**src/kmld_pkg.sv**
```systemverilog
// ---------------------------------------------------------------------------
// kmld_pkg: shared types and constants of the key matrix debounce unit
// Key phase encoding, per-key state record and default sizes.
// ---------------------------------------------------------------------------
package kmld_pkg;

    localparam int ROW_W         = 3;
    localparam int COL_W         = 3;
    localparam int LOCK_W        = 16;
    localparam int ROW_COUNT_DEF = 8;
    localparam int COL_COUNT_DEF = 8;

    typedef logic [LOCK_W-1:0] t_lock;

    localparam t_lock LOCK_RESET = t_lock'(100);
    localparam t_lock LOCK_ZERO  = t_lock'(0);
    localparam t_lock LOCK_ONE   = t_lock'(1);

    typedef enum logic [1:0] {
        PH_WAIT_PRESS   = 2'd0,
        PH_PRESS_LOCK   = 2'd1,
        PH_WAIT_RELEASE = 2'd2,
        PH_RELEASE_LOCK = 2'd3
    } t_phase;

    typedef struct packed {
        t_phase phase;
        t_lock  left;
    } t_key_state;

endpackage

```
**src/key_matrix_lockout_debounce_unit.sv**
```systemverilog
// ---------------------------------------------------------------------------
// key_matrix_lockout_debounce_unit: per-key debounce with lockout
// Takes one key sample per beat and emits press and release events.
// ---------------------------------------------------------------------------
// Every key of the matrix runs its own four-phase machine (wait press, press
// lockout, wait release, release lockout) with a lockout counter. A sample
// that finds its key waiting and the contact changed emits one event beat
// (row, column, direction) and arms the counter with the lockout scan count;
// the key then ignores its contact until the visit on which the counter held
// one. A lockout scan count of zero acts as one. Samples outside the matrix
// are dropped without effect. The block accepts one sample every cycle while
// its input is not stalled; an event passes from the work stage into the output
// register. The per-key store is a memory with a registered read port, read as
// the sample is accepted and written back as it leaves the work stage; a
// sample of the same key right behind it takes the fresh value over a bypass,
// so repeated visits to one key still run at full rate. The input side stalls
// only while an event waits on a stalled output register. Reset clears the
// per-key state at once through one valid flag per key: there is no
// clearing pass. Write the lockout register only while the block is idle.
// ---------------------------------------------------------------------------
module key_matrix_lockout_debounce_unit #(
    parameter int ROW_COUNT = kmld_pkg::ROW_COUNT_DEF,
    parameter int COL_COUNT = kmld_pkg::COL_COUNT_DEF
) (
    input  logic                       i_clk,
    input  logic                       i_rst_n,
    // configuration
    input  logic                       i_cfg_wr_en,
    input  logic [kmld_pkg::LOCK_W-1:0] i_cfg_wr_data,
    // sample channel
    input  logic                       i_in_valid,
    output logic                       o_in_stall,
    input  logic [kmld_pkg::ROW_W-1:0] i_key_row,
    input  logic [kmld_pkg::COL_W-1:0] i_key_col,
    input  logic                       i_key_pressed,
    // event channel
    output logic                       o_out_valid,
    input  logic                       i_out_stall,
    output logic [kmld_pkg::ROW_W-1:0] o_event_row,
    output logic [kmld_pkg::COL_W-1:0] o_event_col,
    output logic                       o_event_press
);

    localparam int KEYS  = ROW_COUNT * COL_COUNT;
    localparam int IDX_W = (KEYS > 1) ? $clog2(KEYS) : 1;

    // lockout length register
    kmld_pkg::t_lock r_lock_len;
    kmld_pkg::t_lock lock_load;

    // per-key store and its valid flags
    kmld_pkg::t_key_state r_mem [KEYS];
    logic [KEYS-1:0]      r_key_valid;

    // work stage: sample plus registered read of its key
    logic                       r_s2_v;
    logic                       r_s2_inr;
    logic [kmld_pkg::ROW_W-1:0] r_s2_row;
    logic [kmld_pkg::COL_W-1:0] r_s2_col;
    logic                       r_s2_pressed;
    logic [IDX_W-1:0]           r_s2_idx;
    kmld_pkg::t_key_state       r_rd_data;
    logic                       r_rd_valid;
    logic                       r_byp;
    kmld_pkg::t_key_state       r_byp_data;

    // output register
    logic                       r_out_v;
    logic [kmld_pkg::ROW_W-1:0] r_out_row;
    logic [kmld_pkg::COL_W-1:0] r_out_col;
    logic                       r_out_press;

    logic                 in_accept;
    logic                 in_range;
    logic [31:0]          idx_full;
    logic [IDX_W-1:0]     rd_addr;
    kmld_pkg::t_key_state cur;
    kmld_pkg::t_key_state upd;
    logic                 emit;
    logic                 emit_dir;
    logic                 out_free;
    logic                 s2_go;
    logic                 wr_en;

    // Map the sample onto a key slot; an outside key reads slot zero.
    assign in_range = (32'(i_key_row) < 32'(ROW_COUNT)) && (32'(i_key_col) < 32'(COL_COUNT));
    assign idx_full = 32'(i_key_row) * 32'(COL_COUNT) + 32'(i_key_col);
    assign rd_addr  = in_range ? idx_full[IDX_W-1:0] : '0;

    assign lock_load = (r_lock_len == kmld_pkg::LOCK_ZERO) ? kmld_pkg::LOCK_ONE
                                                           : r_lock_len;

    // Resolve the key state: bypass first, then a never-written key reads as reset.
    always_comb begin
        if (r_byp) begin
            cur = r_byp_data;
        end else if (r_rd_valid) begin
            cur = r_rd_data;
        end else begin
            cur = '{phase: kmld_pkg::PH_WAIT_PRESS, left: kmld_pkg::LOCK_ZERO};
        end
    end

    // Phase update for the sample in the work stage.
    always_comb begin
        upd.phase = cur.phase;
        emit      = 1'b0;
        emit_dir  = 1'b0;
        case (cur.phase)
            kmld_pkg::PH_WAIT_PRESS: begin
                if (r_s2_pressed) begin
                    emit      = 1'b1;
                    emit_dir  = 1'b1;
                    upd.phase = kmld_pkg::PH_PRESS_LOCK;
                end
            end
            kmld_pkg::PH_PRESS_LOCK: begin
                if (cur.left == kmld_pkg::LOCK_ONE) begin
                    upd.phase = kmld_pkg::PH_WAIT_RELEASE;
                end
            end
            kmld_pkg::PH_WAIT_RELEASE: begin
                if (!r_s2_pressed) begin
                    emit      = 1'b1;
                    upd.phase = kmld_pkg::PH_RELEASE_LOCK;
                end
            end
            default: begin
                if (cur.left == kmld_pkg::LOCK_ONE) begin
                    upd.phase = kmld_pkg::PH_WAIT_PRESS;
                end
            end
        endcase
        emit = emit && r_s2_v && r_s2_inr;
        if (emit) begin
            upd.left = lock_load;
        end else if (cur.left != kmld_pkg::LOCK_ZERO) begin
            upd.left = cur.left - kmld_pkg::LOCK_ONE;
        end else begin
            upd.left = cur.left;
        end
    end

    // Retire the work stage unless its event would land on a full, stalled slot.
    assign out_free   = !r_out_v || !i_out_stall;
    assign s2_go      = r_s2_v && (!emit || out_free);
    assign wr_en      = s2_go && r_s2_inr;
    assign o_in_stall = r_s2_v && !s2_go;
    assign in_accept  = i_in_valid && !o_in_stall;

    // Lockout register.
    always_ff @(posedge i_clk) begin
        if (!i_rst_n) begin
            r_lock_len <= kmld_pkg::LOCK_RESET;
        end else if (i_cfg_wr_en) begin
            r_lock_len <= i_cfg_wr_data;
        end
    end

    // Per-key memory: write back the update, read for the incoming sample.
    always_ff @(posedge i_clk) begin
        if (wr_en) begin
            r_mem[r_s2_idx] <= upd;
        end
        if (in_accept) begin
            r_rd_data <= r_mem[rd_addr];
        end
    end

    // Valid flags: clear at reset, set on first write of a key.
    always_ff @(posedge i_clk) begin
        if (!i_rst_n) begin
            r_key_valid <= '0;
        end else if (wr_en) begin
            r_key_valid[r_s2_idx] <= 1'b1;
        end
    end

    // Work stage control.
    always_ff @(posedge i_clk) begin
        if (!i_rst_n) begin
            r_s2_v <= 1'b0;
        end else if (in_accept) begin
            r_s2_v <= 1'b1;
        end else if (s2_go) begin
            r_s2_v <= 1'b0;
        end
    end

    // Work stage payload; catch a write to the same key on the accepting edge.
    always_ff @(posedge i_clk) begin
        if (in_accept) begin
            r_s2_inr     <= in_range;
            r_s2_row     <= i_key_row;
            r_s2_col     <= i_key_col;
            r_s2_pressed <= i_key_pressed;
            r_s2_idx     <= rd_addr;
            r_rd_valid   <= r_key_valid[rd_addr];
            r_byp        <= wr_en && (r_s2_idx == rd_addr);
            r_byp_data   <= upd;
        end
    end

    // Output register: load on an event, drop once taken.
    always_ff @(posedge i_clk) begin
        if (!i_rst_n) begin
            r_out_v <= 1'b0;
        end else if (s2_go && emit) begin
            r_out_v <= 1'b1;
        end else if (!i_out_stall) begin
            r_out_v <= 1'b0;
        end
    end

    always_ff @(posedge i_clk) begin
        if (s2_go && emit) begin
            r_out_row   <= r_s2_row;
            r_out_col   <= r_s2_col;
            r_out_press <= emit_dir;
        end
    end

    assign o_out_valid   = r_out_v;
    assign o_event_row   = r_out_row;
    assign o_event_col   = r_out_col;
    assign o_event_press = r_out_press;

    // An event never overwrites a beat still waiting on the output.
    a_no_overwrite: assert property (@(posedge i_clk) disable iff (!i_rst_n)
        (s2_go && emit) |-> (!r_out_v || !i_out_stall))
        else $error("event loaded over a pending output beat");

    // A new output beat comes only from a retiring event.
    a_out_source: assert property (@(posedge i_clk) disable iff (!i_rst_n)
        $rose(r_out_v) |-> $past(s2_go && emit))
        else $error("output valid rose without an event");

    // A sample outside the matrix never raises an event.
    a_outside_quiet: assert property (@(posedge i_clk) disable iff (!i_rst_n)
        (r_s2_v && !r_s2_inr) |-> !emit)
        else $error("event from a key outside the matrix");

    // Input stalls only behind an event waiting on a stalled output.
    a_stall_cause: assert property (@(posedge i_clk) disable iff (!i_rst_n)
        o_in_stall |-> (emit && r_out_v && i_out_stall))
        else $error("input stalled without a blocked event");

endmodule

```
**config.mk**
```make
export PLATFORM = sky130hd
export DESIGN_NAME = key_matrix_lockout_debounce_unit
export DESIGN_NICKNAME = d
export VERILOG_FILES = /design/src/kmld_pkg.sv /design/src/key_matrix_lockout_debounce_unit.sv
export SDC_FILE = /design/constraint.sdc
export NUM_CORES = 1
export LEC_CHECK = 0
export BUFFER_PORTS_ARGS = -buffer_cell sky130_fd_sc_hd__buf_2
export CAP_MARGIN = 40
export CORE_UTILIZATION = 47
export CTS_CLUSTER_DIAMETER = 150
export DETAILED_ROUTE_END_ITERATION = 10
export GPL_ROUTABILITY_DRIVEN = 0
export PLACE_DENSITY = 0.63
export SYNTH_ARGS = -nofsm -noshare
export SYNTH_HDL_FRONTEND = slang
export SYNTH_SLANG_ARGS = --single-unit
```
**constraint.sdc**
```tcl
create_clock -name i_clk -period 12 [get_ports i_clk]
set_clock_uncertainty 0.1 [all_clocks]
set_input_delay 1.8 -clock i_clk [delete_from_list [all_inputs] [get_ports i_clk]]
set_output_delay 1.8 -clock i_clk [all_outputs]
set_load 0.01 [all_outputs]
```
==> metrics.yaml <==
run_status:
  status: "finished clean"
worst_setup_path:
  cp_top_family: "buffers and inverters"
  worstPathMaxFanout: 33
  timing_worst_setup_path_type: "reg -> out"
  path_buf_inv: 3
  cp.required_ps: 10100
  max_stage_delay_ps: 460
  cp_cell_sequence: "buf_4 -> and3b_1 -> a21oi_1 -> nand4_1 -> buf_4 -> nor2_1 -> buf_2"
  critPathSlowestCell: "a21oi_1"
  worst_setup_path_end_kind: "output pin"
  start_kind: "flop"
  path_common_cell: "buf_4"
  worstPathArrival_ps: 3080
final_layout:
  final_cell_mix: "edfxtp_1 (1,204), mux4_2 (338), clkbuf_16 (141)"
  drive_gt1_share_pct: 29.5
  fill_cells: 7753
  final_cells: 3926
  final_nets: 2469
  stdcell_area_mm2: 0.0566
  final_common_cell: "edfxtp_1"
  fin_util_pct: 54.4
  syn_to_final_growth_pct: 14.3
logic_synthesis:
  synth_area_mm2: 0.0495
  ys_seq_elements: 1286
  avgSynthCellArea_um2: 21.6
  ys_async_sr_fraction_pct: 0
  synth_cells: 2291
  synth_edf_count: 1204
  syn_nets: 2319
  ys_seq_area_share_pct: 76.3
  yosys_most_used_dff: "edfxtp_1"
  synth_cell_type_count: 55
  yosysWarnings: 0
flow_run:
  max_cap_violations: 0
grt:
  grt_util_all_layers_pct: 22.9
  grt_overflow: 0
  grt_max_degree: 152
  grt_pass1_vias: 24600
  grt_antenna_before_repair: 5
  grt_pass1_wl_mm: 174
clocking:
  ctsRootBufferMaster: "clkbuf_16"
  clockBufferDepth: 3
  numClockSinks: 1286
  cts_resized: 0
  cts_tree: "built"
  ctsHoldBuffers: 0
  postCtsSetupBuffers: 0
  htree_levels: 4
  path_clk_slew_ps: 60
  clk_latency_ps: 730
  cts_made_buffers: 133
placed_design:
  hpwl_mm: 68.5
  place_area_mm2: 0.0524
  io_buffers: 36
  place_inst: 3686
detailed_routing:
  vias: 24400
  wire_per_inst_um: 30.7
  detail_route.iter0.violations: 2722
  firstDrtPassIters: 5
  drc: 0
  ant_nets: 0
  viasPerCell: 6.22
  postRouteWirelength_mm: 121
floorplan:
  rows: 118
  pin_count: 37
  dieArea_mm2: 0.107
  die_h_um: 327
  initial_core_util_pct: 47.6
  fp.dieW_um: 327
  core_area_mm2: 0.104
timing:
  fin_crit_sh_pct: 41.5
  rsz0062_at_grt: "no"
  setup_viol: 0
  tightest_slew_ps: 1090
  timing_hold_violations_final: 0
  fmax_mhz: 201
  slew_headroom_pct: 27.1
  layout_min_cycle_time_ps: 4980
  holdWs_ps: 362
  slew_violations: 0
  fin_tns_setup_ps: 0
power_and_ir_drop:
  power_density_mw_per_mm2: 173
  p_leak_uw: 0.0178
  peakVddDrop_mv: 0.135
hold_path:
  hp-class: "reg -> reg"
==> synth_stat cells, drive strengths merged (3+ instances only) <==
cell	instances	share of area [%]
clkbuf	50	0.38
o41ai	3	0.053
nand2	44	0.33
inv	3	0.023
nand2b	4	0.051
a2111oi	4	0.071
dfxtp	82	3.3
nor2b	21	0.27
o21a	69	1.0
o21ai	59	0.65
nor3	6	0.061
nor3b	4	0.061
a21oi	25	0.25
mux4	338	15
o31ai	5	0.076
edfxtp	1204	73
a22oi	16	0.24
a211oi	19	0.29
nand3	11	0.11
a22o	7	0.12
and3	3	0.038
mux2i	51	1.0
and2	3	0.038
o221ai	18	0.32
buf	79	0.98
nor2	91	0.69
a31oi	5	0.063
nor4	6	0.076
xnor2	11	0.19
nand3b	3	0.045
xor2	3	0.053
o22ai	17	0.21
nand4	4	0.051
==> sequential cells by signal, summed over array words and instances (netlist names), 2 cells and up <==
signal,cells
r_rd_data,18
r_key_valid,64
r_s2_row,3
o_event_row,3
o_event_col,3
r_lock_len,16
r_mem,1152
r_s2_col,2
r_byp_data,18
==> per-stage QoR <==
step | power, uW | worst slack (ps)
2_1_floorplan | 5590 | 5680
3_3_place_gp | 5830 | 5980
3_5_place_dp | 5870 | 6260
4_1_cts | 9830 | 7010
5_1_grt | 10000 | 6850
6_report | 9770 | 7020
==> where the power goes <==
group | leakage, uW | switching, uW | internal (uW)
Sequential | 0.0116 | 26.0 | 5100
Clock | 0.00205 | 1640 | 2350
Combinational | 0.00419 | 461 | 196
Total | 0.0178 | 2120 | 7650
==> worst reg2reg max path, cell delays in order (launching register included) <==
cell	delay (ps)
edfxtp_1	320
buf_4	300
nand2b_1	390
o21ai_1	280
nor4_1	380
buf_4	240
o211ai_1	140
xor2_1	200
o21ai_4	740
buf_4	510
==> kinds of logic after synthesis <==
group	after synthesis	synth area share, %
xor+xnor	14	0.248
compound gates	262	3.67
simple gates	208	1.95
mux	389	16.4
flops	1286	76.3
buf+inv	132	1.38
==> per-layer routing <==
layer / part of all wire [%] / track usage (%) / up-vias
met4: 2.6 / 7.00 / 0
met5: 0 / 0 / -
li1: - / - / 9979
met3: 8.8 / 4.55 / 166
met2: 46 / 34.3 / 1126
met1: 42 / 34.3 / 13200
==> path summary, 6_finish.rpt <==
check,startpoint,to,slack (ps),depth (start not counted)
setup / recovery,r_byp,o_in_stall,7020,7
hold / removal,r_key_valid[50],r_key_valid[50],360,1
setup reg to reg,r_byp,r_mem[27][7],8110,9
hold reg to reg,r_key_valid[50],r_key_valid[50],360,1
==> area by class of cell <==
| class | instances | area (um2) | share of cell area, % |
|---|---|---|---|
| timing repair buffer | 144 | 1390 | 2.46 |
| clock buffer | 182 | 3710 | 6.56 |
| multi-input combinational | 873 | 11500 | 20.2 |
| tap | 1380 | 1730 | 3.05 |
| clock inverter | 57 | 495 | 0.875 |
| antenna | 1 | 2.50 | 0.00442 |
| sequential | 1286 | 37800 | 66.8 |
| inverter | 3 | 11.3 | 0.0199 |
No activity file was read; power rests on OpenSTA's default activity.
